**src/assert_macros.svh**
```systemverilog
// Assertion macros shared by the RTL of the chunk stream parser.
// No dependencies; included by files that carry concurrent checks.
`ifndef ASSERT_MACROS_SVH
`define ASSERT_MACROS_SVH

// Check a property on the rising clock, skipped while reset is high.
`define CHK_ASSERT(lbl, clk, rst, prop, msg) \
  lbl: assert property (@(posedge clk) disable iff (rst) (prop)) else $error(msg);

// Check a property on the rising clock, also during reset.
`define CHK_ASSERT_ALWAYS(lbl, clk, prop, msg) \
  lbl: assert property (@(posedge clk) (prop)) else $error(msg);

`endif

```
**src/scsp_pkg.sv**
```systemverilog
// Package for the settings chunk stream parser: widths, reset signatures,
// chunk geometry and status codes. No dependencies.
package scsp_pkg;

  localparam int unsigned SigWidth  = 16;
  localparam int unsigned KeyWidth  = 16;
  localparam int unsigned ValWidth  = 64;
  localparam int unsigned CountWidth = 16;
  localparam int unsigned IdxWidth  = 4;

  localparam logic [SigWidth-1:0] SettingsSigReset = 16'h505A;  // "PZ"
  localparam logic [SigWidth-1:0] DataSigReset     = 16'h5058;  // "PX"

  localparam logic [IdxWidth-1:0] HdrLastIdx = 4'd11;  // 12-byte header
  localparam logic [IdxWidth-1:0] RecLastIdx = 4'd9;   // 10-byte record
  localparam logic [IdxWidth-1:0] SumFirstIdx = 4'd4;
  localparam logic [IdxWidth-1:0] ValFirstIdx = 4'd2;

  // Configuration register indexes
  localparam logic CfgSettingsSig = 1'b0;
  localparam logic CfgDataSig     = 1'b1;

  typedef enum logic [2:0] {
    ST_OK     = 3'd0,
    ST_SHORT  = 3'd1,
    ST_BADSIG = 3'd2,
    ST_TRUNC  = 3'd3,
    ST_SUM    = 3'd4
  } status_t;

endpackage

```
**src/settings_chunk_stream_parser_top.sv**
```systemverilog
// Settings chunk stream parser, top level.
// Depends on scsp_pkg and assert_macros.svh.
//
// Usage:
//   Bytes of a settings image enter on data_byte/final_byte with the
//   byte_valid/byte_ready handshake; final_byte marks the last byte.
//   Each chunk is a 12-byte header (signature, record count, XOR checksum)
//   followed by 10-byte records. A result transaction leaves on
//   result_valid/result_ready carrying a finished record, an end of image
//   with status, or both.
//   Throughput: one byte per cycle while byte_ready is high. Each accepted
//   byte updates the parse state in the same cycle; its result, if any, is
//   written to the result register in that same cycle.
//   When the receiver stalls, byte_ready stays high while the result
//   register is empty or being drained; a held result stops intake.
//   Synchronous reset clears the parse state, empties the result register
//   and restores both signature registers to "PZ" and "PX". The user
//   must write signatures via cfg_write/cfg_index/cfg_data while idle;
//   not enforced. After an error, bytes are dropped until the final byte.
`include "assert_macros.svh"

module settings_chunk_stream_parser_top (
  input  logic                            clk,
  input  logic                            rst,
  // configuration write port
  input  logic                            cfg_write,
  input  logic                            cfg_index,
  input  logic [scsp_pkg::SigWidth-1:0]   cfg_data,
  // byte input channel
  input  logic                            byte_valid,
  output logic                            byte_ready,
  input  logic [7:0]                      data_byte,
  input  logic                            final_byte,
  // result channel
  output logic                            result_valid,
  input  logic                            result_ready,
  output logic                            record_valid,
  output logic                            record_store,
  output logic [scsp_pkg::KeyWidth-1:0]   record_key,
  output logic [scsp_pkg::ValWidth-1:0]   record_value,
  output logic                            image_done,
  output logic [2:0]                      image_status
);
  import scsp_pkg::*;

  typedef enum logic [1:0] {
    PH_HEADER = 2'd0,
    PH_BODY   = 2'd1,
    PH_DROP   = 2'd2
  } phase_t;

  // Configuration registers
  logic [SigWidth-1:0] settings_sig;
  logic [SigWidth-1:0] data_sig;

  // Parse state
  phase_t                phase, phase_next;
  logic [IdxWidth-1:0]   byte_index, byte_index_next;
  logic [7:0]            first_sig_byte, first_sig_byte_next;
  logic                  chunk_store, chunk_store_next;
  logic                  sig_match, sig_match_next;
  logic [CountWidth-1:0] expected_count, expected_count_next;
  logic [CountWidth-1:0] records_seen, records_seen_next;
  logic [ValWidth-1:0]   expected_sum, expected_sum_next;
  logic [ValWidth-1:0]   running_sum, running_sum_next;
  logic [KeyWidth-1:0]   key_shift, key_shift_next;
  logic [ValWidth-1:0]   value_shift, value_shift_next;

  // Result of the byte being accepted
  logic                  rec, done, rearm;
  status_t               status;
  logic [KeyWidth-1:0]   rec_key;
  logic [ValWidth-1:0]   rec_value;
  logic [SigWidth-1:0]   sig;
  logic [2:0]            sum_lane;
  logic [2:0]            val_lane;

  // Result register
  logic                  res_rec;
  logic                  res_store;
  logic [KeyWidth-1:0]   res_key;
  logic [ValWidth-1:0]   res_value;
  logic                  res_done;
  status_t               res_status;

  logic accept;

  assign byte_ready = !result_valid || result_ready;
  assign accept     = byte_valid && byte_ready;

  assign sig      = {first_sig_byte, data_byte};
  assign sum_lane = 3'(byte_index - SumFirstIdx);
  assign val_lane = 3'(byte_index - ValFirstIdx);

  // Next parse state for the byte on the input
  always_comb begin
    phase_next          = phase;
    byte_index_next     = byte_index;
    first_sig_byte_next = first_sig_byte;
    chunk_store_next    = chunk_store;
    sig_match_next      = sig_match;
    expected_count_next = expected_count;
    records_seen_next   = records_seen;
    expected_sum_next   = expected_sum;
    running_sum_next    = running_sum;
    key_shift_next      = key_shift;
    value_shift_next    = value_shift;
    rec       = 1'b0;
    done      = 1'b0;
    rearm     = 1'b0;
    status    = ST_OK;
    rec_key   = '0;
    rec_value = '0;

    case (phase)
      PH_HEADER: begin
        // collect header fields
        case (byte_index)
          4'd0: first_sig_byte_next = data_byte;
          4'd1: begin
            if (sig == settings_sig) begin
              chunk_store_next = 1'b0;
              sig_match_next   = 1'b1;
            end else if (sig == data_sig) begin
              chunk_store_next = 1'b1;
              sig_match_next   = 1'b1;
            end else begin
              chunk_store_next = 1'b0;
              sig_match_next   = 1'b0;
            end
          end
          4'd2: expected_count_next = {8'h00, data_byte};
          4'd3: expected_count_next = {data_byte, expected_count[7:0]};
          default: begin
            if (byte_index <= HdrLastIdx) begin
              expected_sum_next[{sum_lane, 3'b000} +: 8] = data_byte;
            end
          end
        endcase

        if (byte_index < HdrLastIdx) begin
          byte_index_next = byte_index + 4'd1;
          if (final_byte) begin
            done   = 1'b1;
            status = ST_SHORT;
            rearm  = 1'b1;
          end
        end else if (!sig_match) begin
          done   = 1'b1;
          status = ST_BADSIG;
          if (final_byte) rearm = 1'b1;
          else phase_next = PH_DROP;
        end else begin
          running_sum_next  = '0;
          records_seen_next = '0;
          byte_index_next   = '0;
          key_shift_next    = '0;
          value_shift_next  = '0;
          if (expected_count_next == '0) begin
            // empty chunk: checksum must be zero
            if (expected_sum_next != '0) begin
              done   = 1'b1;
              status = ST_SUM;
              if (final_byte) rearm = 1'b1;
              else phase_next = PH_DROP;
            end else begin
              done  = final_byte;
              rearm = 1'b1;
            end
          end else if (final_byte) begin
            done   = 1'b1;
            status = ST_TRUNC;
            rearm  = 1'b1;
          end else begin
            phase_next = PH_BODY;
          end
        end
      end

      PH_BODY: begin
        // assemble the record
        if (byte_index < ValFirstIdx) begin
          key_shift_next[{byte_index[0], 3'b000} +: 8] = data_byte;
        end else if (byte_index <= RecLastIdx) begin
          value_shift_next[{val_lane, 3'b000} +: 8] = data_byte;
        end

        if (byte_index >= RecLastIdx) begin
          rec               = 1'b1;
          rec_key           = key_shift_next;
          rec_value         = value_shift_next;
          running_sum_next  = running_sum ^ value_shift_next;
          records_seen_next = records_seen + 16'd1;
          byte_index_next   = '0;
          key_shift_next    = '0;
          value_shift_next  = '0;
          if (records_seen_next == expected_count) begin
            // last record of the chunk: compare checksums
            if (running_sum_next != expected_sum) begin
              done   = 1'b1;
              status = ST_SUM;
              if (final_byte) rearm = 1'b1;
              else phase_next = PH_DROP;
            end else begin
              done  = final_byte;
              rearm = 1'b1;
            end
          end else if (final_byte) begin
            done   = 1'b1;
            status = ST_TRUNC;
            rearm  = 1'b1;
          end
        end else begin
          byte_index_next = byte_index + 4'd1;
          if (final_byte) begin
            done   = 1'b1;
            status = ST_TRUNC;
            rearm  = 1'b1;
          end
        end
      end

      default: begin
        // drop bytes until the image ends
        if (final_byte) rearm = 1'b1;
      end
    endcase

    // rearm for a new chunk or image
    if (rearm) begin
      phase_next          = PH_HEADER;
      byte_index_next     = '0;
      first_sig_byte_next = '0;
      chunk_store_next    = 1'b0;
      sig_match_next      = 1'b0;
      expected_count_next = '0;
      records_seen_next   = '0;
      expected_sum_next   = '0;
      running_sum_next    = '0;
      key_shift_next      = '0;
      value_shift_next    = '0;
    end
  end

  // Hold configuration registers
  always_ff @(posedge clk) begin
    if (rst) begin
      settings_sig <= SettingsSigReset;
      data_sig     <= DataSigReset;
    end else if (cfg_write) begin
      case (cfg_index)
        CfgSettingsSig: settings_sig <= cfg_data;
        CfgDataSig:     data_sig     <= cfg_data;
        default:        settings_sig <= settings_sig;
      endcase
    end
  end

  // Advance parse state on each accepted byte
  always_ff @(posedge clk) begin
    if (rst) begin
      phase          <= PH_HEADER;
      byte_index     <= '0;
      first_sig_byte <= '0;
      chunk_store    <= 1'b0;
      sig_match      <= 1'b0;
      expected_count <= '0;
      records_seen   <= '0;
      expected_sum   <= '0;
      running_sum    <= '0;
      key_shift      <= '0;
      value_shift    <= '0;
    end else if (accept) begin
      phase          <= phase_next;
      byte_index     <= byte_index_next;
      first_sig_byte <= first_sig_byte_next;
      chunk_store    <= chunk_store_next;
      sig_match      <= sig_match_next;
      expected_count <= expected_count_next;
      records_seen   <= records_seen_next;
      expected_sum   <= expected_sum_next;
      running_sum    <= running_sum_next;
      key_shift      <= key_shift_next;
      value_shift    <= value_shift_next;
    end
  end

  // Load or drain the result register
  always_ff @(posedge clk) begin
    if (rst) begin
      result_valid <= 1'b0;
    end else if (accept) begin
      result_valid <= rec || done;
    end else if (result_ready) begin
      result_valid <= 1'b0;
    end
  end

  always_ff @(posedge clk) begin
    if (accept) begin
      res_rec    <= rec;
      res_store  <= rec && chunk_store;
      res_key    <= rec_key;
      res_value  <= rec_value;
      res_done   <= done;
      res_status <= status;
    end
  end

  assign record_valid = res_rec;
  assign record_store = res_store;
  assign record_key   = res_key;
  assign record_value = res_value;
  assign image_done   = res_done;
  assign image_status = res_status;

  // Checks
  `CHK_ASSERT(a_result_nonempty, clk, rst, result_valid |-> (record_valid || image_done), "result transaction carries neither record nor end of image")
  `CHK_ASSERT(a_body_index, clk, rst, (phase == PH_BODY) |-> (byte_index <= RecLastIdx), "record byte index out of range")
  `CHK_ASSERT(a_header_index, clk, rst, (phase == PH_HEADER) |-> (byte_index <= HdrLastIdx), "header byte index out of range")
  `CHK_ASSERT(a_final_rearms, clk, rst, (accept && final_byte) |=> (phase == PH_HEADER && byte_index == '0), "parser not rearmed after final byte")

endmodule

```
**config.mk**
```make
export PLATFORM = sky130hd
export DESIGN_NAME = settings_chunk_stream_parser_top
export DESIGN_NICKNAME = d
export VERILOG_FILES = /design/src/scsp_pkg.sv /design/src/settings_chunk_stream_parser_top.sv
export VERILOG_INCLUDE_DIRS = /design/src /design/src/src
export SDC_FILE = /design/constraint.sdc
export NUM_CORES = 1
export LEC_CHECK = 0
export ABC_CLOCK_PERIOD_IN_PS = 12800
export BUFFER_PORTS_ARGS = -buffer_cell sky130_fd_sc_hd__buf_2
export CORE_ASPECT_RATIO = 1.75
export CORE_MARGIN = 4
export CORE_UTILIZATION = 50
export CTS_BUF_LIST = sky130_fd_sc_hd__clkbuf_8
export CTS_CLUSTER_SIZE = 12
export DETAILED_ROUTE_END_ITERATION = 12
export GPL_TIMING_DRIVEN = 1
export PLACE_DENSITY = 0.68
export SLEW_MARGIN = 15
export SYNTH_ARGS = -nofsm -noshare
export SYNTH_HDL_FRONTEND = slang
export SYNTH_SLANG_ARGS = --single-unit
export TNS_END_PERCENT = 50
```
**constraint.sdc**
```tcl
create_clock -name clk -period 12.8 [get_ports clk]
set_clock_uncertainty 0.15 [all_clocks]
set_input_delay 0.64 -clock clk [delete_from_list [all_inputs] [get_ports clk]]
set_output_delay 0.64 -clock clk [all_outputs]
set_load 0.02 [all_outputs]
```
==> results of run 1 <==
-- state kept, by name, indices dropped and copies added, names as in the netlist, 2 cells and up --
| signal | cells |
|---|---|
| first_sig_byte | 8 |
| records_seen | 16 |
| record_key | 16 |
| expected_count | 16 |
| running_sum | 64 |
| phase | 2 |
| settings_sig | 16 |
| key_shift | 16 |
| image_status | 3 |
| record_value | 64 |
| data_sig | 16 |
| expected_sum | 64 |
| value_shift | 64 |
| byte_index | 4 |
-- worst min-delay path by stage --
stage                startpoint          endpoint  slack (ns)
4_1_cts             cfg_data[4]   settings_sig[4]        0.05
2_1_floorplan  expected_sum[35]  expected_sum[35]        0.30
5_1_grt             cfg_data[4]       data_sig[4]        0.08
3_3_place_gp        data_sig[8]       data_sig[8]        0.31
6_report           cfg_data[12]      data_sig[12]        0.08
3_5_place_dp       data_sig[11]      data_sig[11]        0.31
-- area by class of cell --
type | count | area share, %
sequential | 375 | 38.5
inverter | 67 | 1.17
timing repair buffer | 143 | 3.59
clock buffer | 65 | 4.11
tap | 490 | 2.82
multi-input combinational | 1724 | 48.6
clock inverter | 42 | 1.25
antenna | 1 | 0.0115
-- synthesized netlist by cell type (13+ instances only) --
master	count	area, sq um
a31oi_1	18	113
and3_1	89	557
dfxtp_1	289	5790
mux2i_1	21	210
nand4_1	24	150
a21oi_1	157	786
a32oi_1	96	841
o21ai_0	103	515
nand2_1	230	863
nand3_1	68	340
nand2b_1	13	81.3
edfxtp_1	86	2580
o22ai_1	21	131
nor4_1	22	138
nor3_1	44	220
inv_1	67	251
buf_2	19	95.1
xor2_1	70	613
buf_1	20	75.1
clkbuf_1	122	458
nor4b_1	14	123
o32ai_1	15	131
a22oi_1	18	135
and2_1	40	250
xnor2_1	84	736
o31ai_1	73	548
ha_1	15	188
nor2_1	266	998
or3_1	47	294
-- worst min-delay path, delay by kind of cell --
family	cells	cell delay [ns]
simple gates	2	0.10
buf+inv	1	0.09
-- per-stage QoR --
stage	power, uW	std cells
3_5_place_dp	1520	2799
4_1_cts	2540	2906
3_3_place_gp	1510	2799
2_1_floorplan	1430	2333
5_1_grt	2610	2907
6_report	2530	2907
-- cells in the final DEF, fill, tap and decap left out, types with 84 or more instances in the layout --
master,count
a21oi_1,156
a32oi_1,96
and3_1,89
buf_2,117
dfxtp_1,289
edfxtp_1,86
inv_1,85
nand2_1,228
nor2_1,264
o21ai_0,103
xnor2_1,84
-- cells by family after synthesis --
kind of cell | after synthesis | synth area share [%]
XOR/XNOR | 154 | 6.81
AND/OR/NAND/NOR | 931 | 23.6
multiplexers | 23 | 1.18
flip-flops | 375 | 42.3
buffers and inverters | 234 | 4.71
adder cells (fa/ha/maj) | 15 | 0.948
AO/OA/AOI/OAI | 601 | 20.5
-- report_power, final --
group	switching, uW	leakage, uW	total (uW)	internal (uW)
combinational	189	0.00409	253	63.8
clock	506	0.000679	1030	528
sequential	12.7	0.00321	1240	1230
-- routing by layer --
metal / up-vias / part of all wire (%)
li1: 8603 / -
met1: 8886 / 34
met2: 911 / 50
met3: 321 / 6.6
met4: 0 / 9.8
met5: - / 0
==> run_results.csv, run 1 <==
group,metric,value,unit
timing,post-route-min-period,7.40,ns
clock_network,clockRootBuffer,"clkbuf_8",
clock_network,postCtsSetupBuffers,0,
timing,finalCritPeriodShare,57.8,%
global_route,grt_util_met2,56.9,%
floorplanning,die_x,158,microns
layout,multi_input_area,0.0106,sq mm
place,placed_area,0.0206,sq mm
pwr,power_density,116,mW/mm^2
critical_path,crit_slowest_cell,"dfxtp_1",
critical_path,critPathKind,"flip-flop to flip-flop",
critical_path,timing.rr.start,"byte_index[0]",
place,numPortBuffers,118,
yosys,syn_area_per_cell,8.49,sq um
layout,drive_gt1_share,11.4,%
drt,drt_pass1_iterations,8,
yosys,syn_area,0.0198,sq mm
clock_network,cts_tree,"yes",
layout,final_util,55.5,%
place,gp_congestion,1.03,
floorplanning,io_pins,119,
clock_network,insertion_delay,0.65,ns
global_route,track_usage,33.1,%
critical_path,required,13.13,ns
pwr,ir_drop,94.7,uV
floorplanning,die_h,271,microns
yosys,ys_warn_count,0,
drt,drc,0,
timing,tns,0,ns
global_route,grt_pass1_vias,18300,
global_route,grt_pass1_wl,110000,microns
layout,fin_area,0.0217,sq mm
yosys,syn-num-nets,2379,
yosys,yosysSeqAreaShare,42.3,%
timing,hold_violations,0,
pwr,leakage,0.00798,uW
critical_path,cp.depth,13,
floorplanning,initial_core_util,50.6,%
clock_network,path_clk_slew,0.07,ns
layout,area_growth,9.82,%
drt,postRouteWirelength,72300,microns
clock_network,cts_resized,0,
floorplanning,core_area,0.0392,sq mm
min_path,hp-class,"input port to flip-flop",
floorplanning,dieArea,0.0430,sq mm
clock_network,cts_sinks,375,
yosys,async_flop_share,0,%
timing,rsz0062_at_grt,"no",
drt,avgViaCountPerCell,6.44,
clock_network,ctsHoldBuffers,0,
min_path,min_path_cells,3,
critical_path,path_buf_inv,2,
timing,holdWs,0.0792,ns
global_route,grt_use_met1,35.3,%
floorplanning,row_count,96,
critical_path,r2r_setup_slack,5.40,ns
drt,drt_iter0_markers,1657,
critical_path,reg2reg_to,"expected_sum[4]",
clock_network,cts_made_buffers,57,
timing,worstMarginPinSlew,1.15,ns
place,post-place-ws,5.64,ns
yosys,synth_cell_types,86,
global_route,use_met3,5.36,%
critical_path,critPathTopFamily,"simple AND/OR/NAND/NOR gates",
critical_path,critPathArrivalTime,7.74,ns
critical_path,cp-start-kind,"flip-flop",
timing,report.final.slew_viol_count,0,
critical_path,path_cells,"inv_1 > ha_1 > ha_1 > nand3b_1 > nand2b_1 > a21oi_1 > xnor2_1 > nand3_1 > nor4_4 > nand4_1 > a21oi_2 > buf_4 > o311ai_0",
outcome,status,"complete, no violations",
drt,drtAntennaViolNets,0,
timing,fmax,0.135,GHz
timing,setup_viol,0,
clock_network,htree_num_levels,2,
clock_network,clockBufferDepth,3,
critical_path,crit_top_cell,"ha_1",
timing,relSlewSlack,23.0,%
run,max_cap_violations,0,
global_route,antenna_found_initial,2,
yosys,synth_seq_cells,375,
critical_path,end_kind,"flip-flop",
global_route,grt_max_degree,82,
place,dp_hpwl,51300,microns
global_route,grt_busiest_layer,"met2",
yosys,synth_edf_count,86,
critical_path,reg2reg_depth,13,
layout,final_nets,2414,
drt,wl_per_cell,24.9,microns
layout,seqCellArea,0.00837,sq mm
critical_path,slowest_delay,0.92,ns
timing,fin_ws,5.40,ns
critical_path,crit_fanout,29,
layout,fillerInstances,3655,
drt,via_count,18700,
yosys,synthFlopType,"dfxtp_1",
yosys,postSynthCellCount,2333,
critical_path,startpoint,"byte_index[0]",
global_route,grt_overflow,0,
critical_path,crit_path_end,"expected_sum[4]",
Note: power is estimated with default switching activity, not from simulation.
==> run 2, diff against run 1 <==
--- a/config.mk
+++ b/config.mk
@@ -6,7 +6,7 @@
 export SDC_FILE = /design/constraint.sdc
 export NUM_CORES = 1
 export LEC_CHECK = 0
-export ABC_CLOCK_PERIOD_IN_PS = 12800
+export ABC_CLOCK_PERIOD_IN_PS = 6240
 export BUFFER_PORTS_ARGS = -buffer_cell sky130_fd_sc_hd__buf_2
 export CORE_ASPECT_RATIO = 1.75
 export CORE_MARGIN = 4
@@ -15,7 +15,7 @@
 export CTS_CLUSTER_SIZE = 12
 export DETAILED_ROUTE_END_ITERATION = 12
 export GPL_TIMING_DRIVEN = 1
-export PLACE_DENSITY = 0.68
+export PLACE_DENSITY = 0.7
 export SLEW_MARGIN = 15
 export SYNTH_ARGS = -nofsm -noshare
 export SYNTH_HDL_FRONTEND = slang
==> constraint.sdc (replaced) <==
create_clock -name clk -period 6.24 [get_ports clk]
set_clock_uncertainty 0.15 [all_clocks]
set_input_delay 0.312 -clock clk [delete_from_list [all_inputs] [get_ports clk]]
set_output_delay 0.312 -clock clk [all_outputs]
set_load 0.02 [all_outputs]
==> run_results.csv, run 2 (synthesis results as in run 1) <==
group,metric,value,unit
outcome,status,"complete, no violations",
pwr,power.share.sequential,48.3,%
place,numPortBuffers,118,
clock_network,clockBufferDepth,3,
drt,drc,0,
critical_path,path_cells,"inv_1 > ha_1 > buf_4 > ha_1 > nor4bb_1 > o211ai_1 > mux2i_1 > a211oi_1 > nand4_1 > or4_4 > o21ai_2 > nor2_2 > nand4_4 > buf_12 > o31ai_1",
global_route,antenna_found_initial,2,
drt,drt_pass1_iterations,9,
critical_path,required,6.64,ns
pwr,ir_drop,214,uV
floorplanning,die_h,271,microns
clock_network,insertion_delay,0.65,ns
layout,fin_area,0.0222,sq mm
critical_path,timing.rr.start,"byte_index[1]",
floorplanning,initial_core_util,50.6,%
critical_path,crit_slowest_cell,"nor2_2",
layout,final_nets,2455,
timing,worstMarginPinSlew,1.28,ns
layout,finalNonFillerCells,2949,
place,dp_hpwl,50200,microns
critical_path,startpoint,"byte_index[1]",
pwr,power_switching,1450,uW
drt,postRouteWirelength,71800,microns
min_path,hp-class,"input port to flip-flop",
global_route,track_usage,32.6,%
clock_network,cts_tree,"yes",
timing,fmax,0.178,GHz
timing,post-route-min-period,5.62,ns
layout,final_common_cell,"dfxtp_1",
drt,via_count,19100,
clock_network,cts_made_buffers,56,
run,max_cap_violations,0,
critical_path,crit_top_cell,"ha_1",
drt,drtAntennaViolNets,0,
clock_network,path_clk_slew,0.07,ns
critical_path,cp-start-kind,"flip-flop",
floorplanning,die_x,158,microns
critical_path,critPathArrivalTime,6.01,ns
timing,report.final.slew_viol_count,0,
timing,rsz0062_at_grt,"no",
pwr,swShare,27.6,%
min_path,min-delay-start,"data_byte[3]",
critical_path,end_kind,"flip-flop",
floorplanning,core_area,0.0392,sq mm
global_route,grt_overflow,0,
pwr,leakage,0.00817,uW
timing,hold_violations,0,
floorplanning,dieArea,0.0430,sq mm
place,gp_congestion,1.05,
timing,tns,0,ns
timing,holdWs,0.0604,ns
floorplanning,row_count,96,
pwr,power_density,237,mW/mm^2
layout,area_growth,12.0,%
place,placed_area,0.0207,sq mm
critical_path,critPathKind,"flip-flop to flip-flop",
clock_network,clockRootBuffer,"clkbuf_8",
timing,relSlewSlack,14.7,%
drt,wl_per_cell,24.3,microns
pwr,p_int,3820,uW
clock_network,cts_sinks,375,
drt,avgViaCountPerCell,6.47,
timing,finalCritPeriodShare,90.0,%
pwr,pwr-share-comb,10.4,%
layout,layout_common_cells,"dfxtp_1 (289), nor2_1 (263), nand2_1 (228)",
critical_path,crit_fanout,79,
layout,fillerInstances,3571,
layout,drive_gt1_share,12.3,%
clock_network,htree_num_levels,2,
pwr,pwr-share-clk,41.4,%
drt,drt_iter0_markers,1808,
place,dp_cells,2819,
floorplanning,io_pins,119,
critical_path,slowest_delay,0.89,ns
pwr,total_power,5270,uW
global_route,grt_max_degree,81,
global_route,grt_pass1_wl,108000,microns
global_route,grt_pass1_vias,18400,
timing,setup_viol,0,
==> run 2: path summary, 6_finish.rpt <==
path | to | slack, ns | depth (start not counted)
worst min-delay path | expected_sum[27] | 0.06 | 3
worst max-delay path | running_sum[59] | 0.62 | 15
worst max register to register | running_sum[59] | 0.62 | 15
worst min register to register | data_sig[15] | 0.32 | 2
==> run 2: routing by layer <==
metal	vias up	track usage [%]	part of all wire (%)
li1	8677	-	-
met2	1000	55.4	49
met1	9048	34.9	34
met4	0	26.7	10
met3	342	5.01	7.0
met5	-	0	0
==> run 2: power by group through the flow <==
stage | Combinational [uW] | Sequential, uW | Clock, uW
3_5_place_dp | 522 | 2600 | 0
6_report | 547 | 2540 | 2180
2_1_floorplan | 299 | 2630 | 0
4_1_cts | 533 | 2540 | 2200
3_3_place_gp | 518 | 2590 | 0
5_1_grt | 577 | 2550 | 2310
==> run 2: per-stage QoR <==
stage	utilization (%)	worst slack [ns]
floorplan	-	1.48
global placement	53.0	0.998
detailed placement	53.0	0.820
CTS	56.6	0.759
global route	56.7	0.434
finish	56.7	0.623
==> run 2: layout make-up <==
type / instances / area [sq um] / area share [%]
multi-input cells: 1724 / 10600 / 47.6
flip-flops and latches: 375 / 8370 / 37.7
repair buffers: 185 / 1180 / 5.30
clock buffers: 70 / 963 / 4.34
well taps: 490 / 613 / 2.76
clock inverters: 36 / 254 / 1.14
inverters: 67 / 254 / 1.14
diodes: 2 / 5.00 / 0.0226
==> run 2: timing repair <==
item,in CTS,in global routing
resized for setup,0,0
hold endpoints to repair,39,9
buffers inserted,0,0
hold buffers,21,1
==> run 2: worst max-delay path: cells and delay by family, from the launching register on <==
family / cells / cell delay [ns]
adders and majority gates: 2 / 0.72
buffers and inverters: 3 / 0.70
muxes: 1 / 0.65
DFF: 1 / 0.52
and+or+nand+nor: 5 / 1.79
AOI/OAI and AO/OA: 4 / 0.86
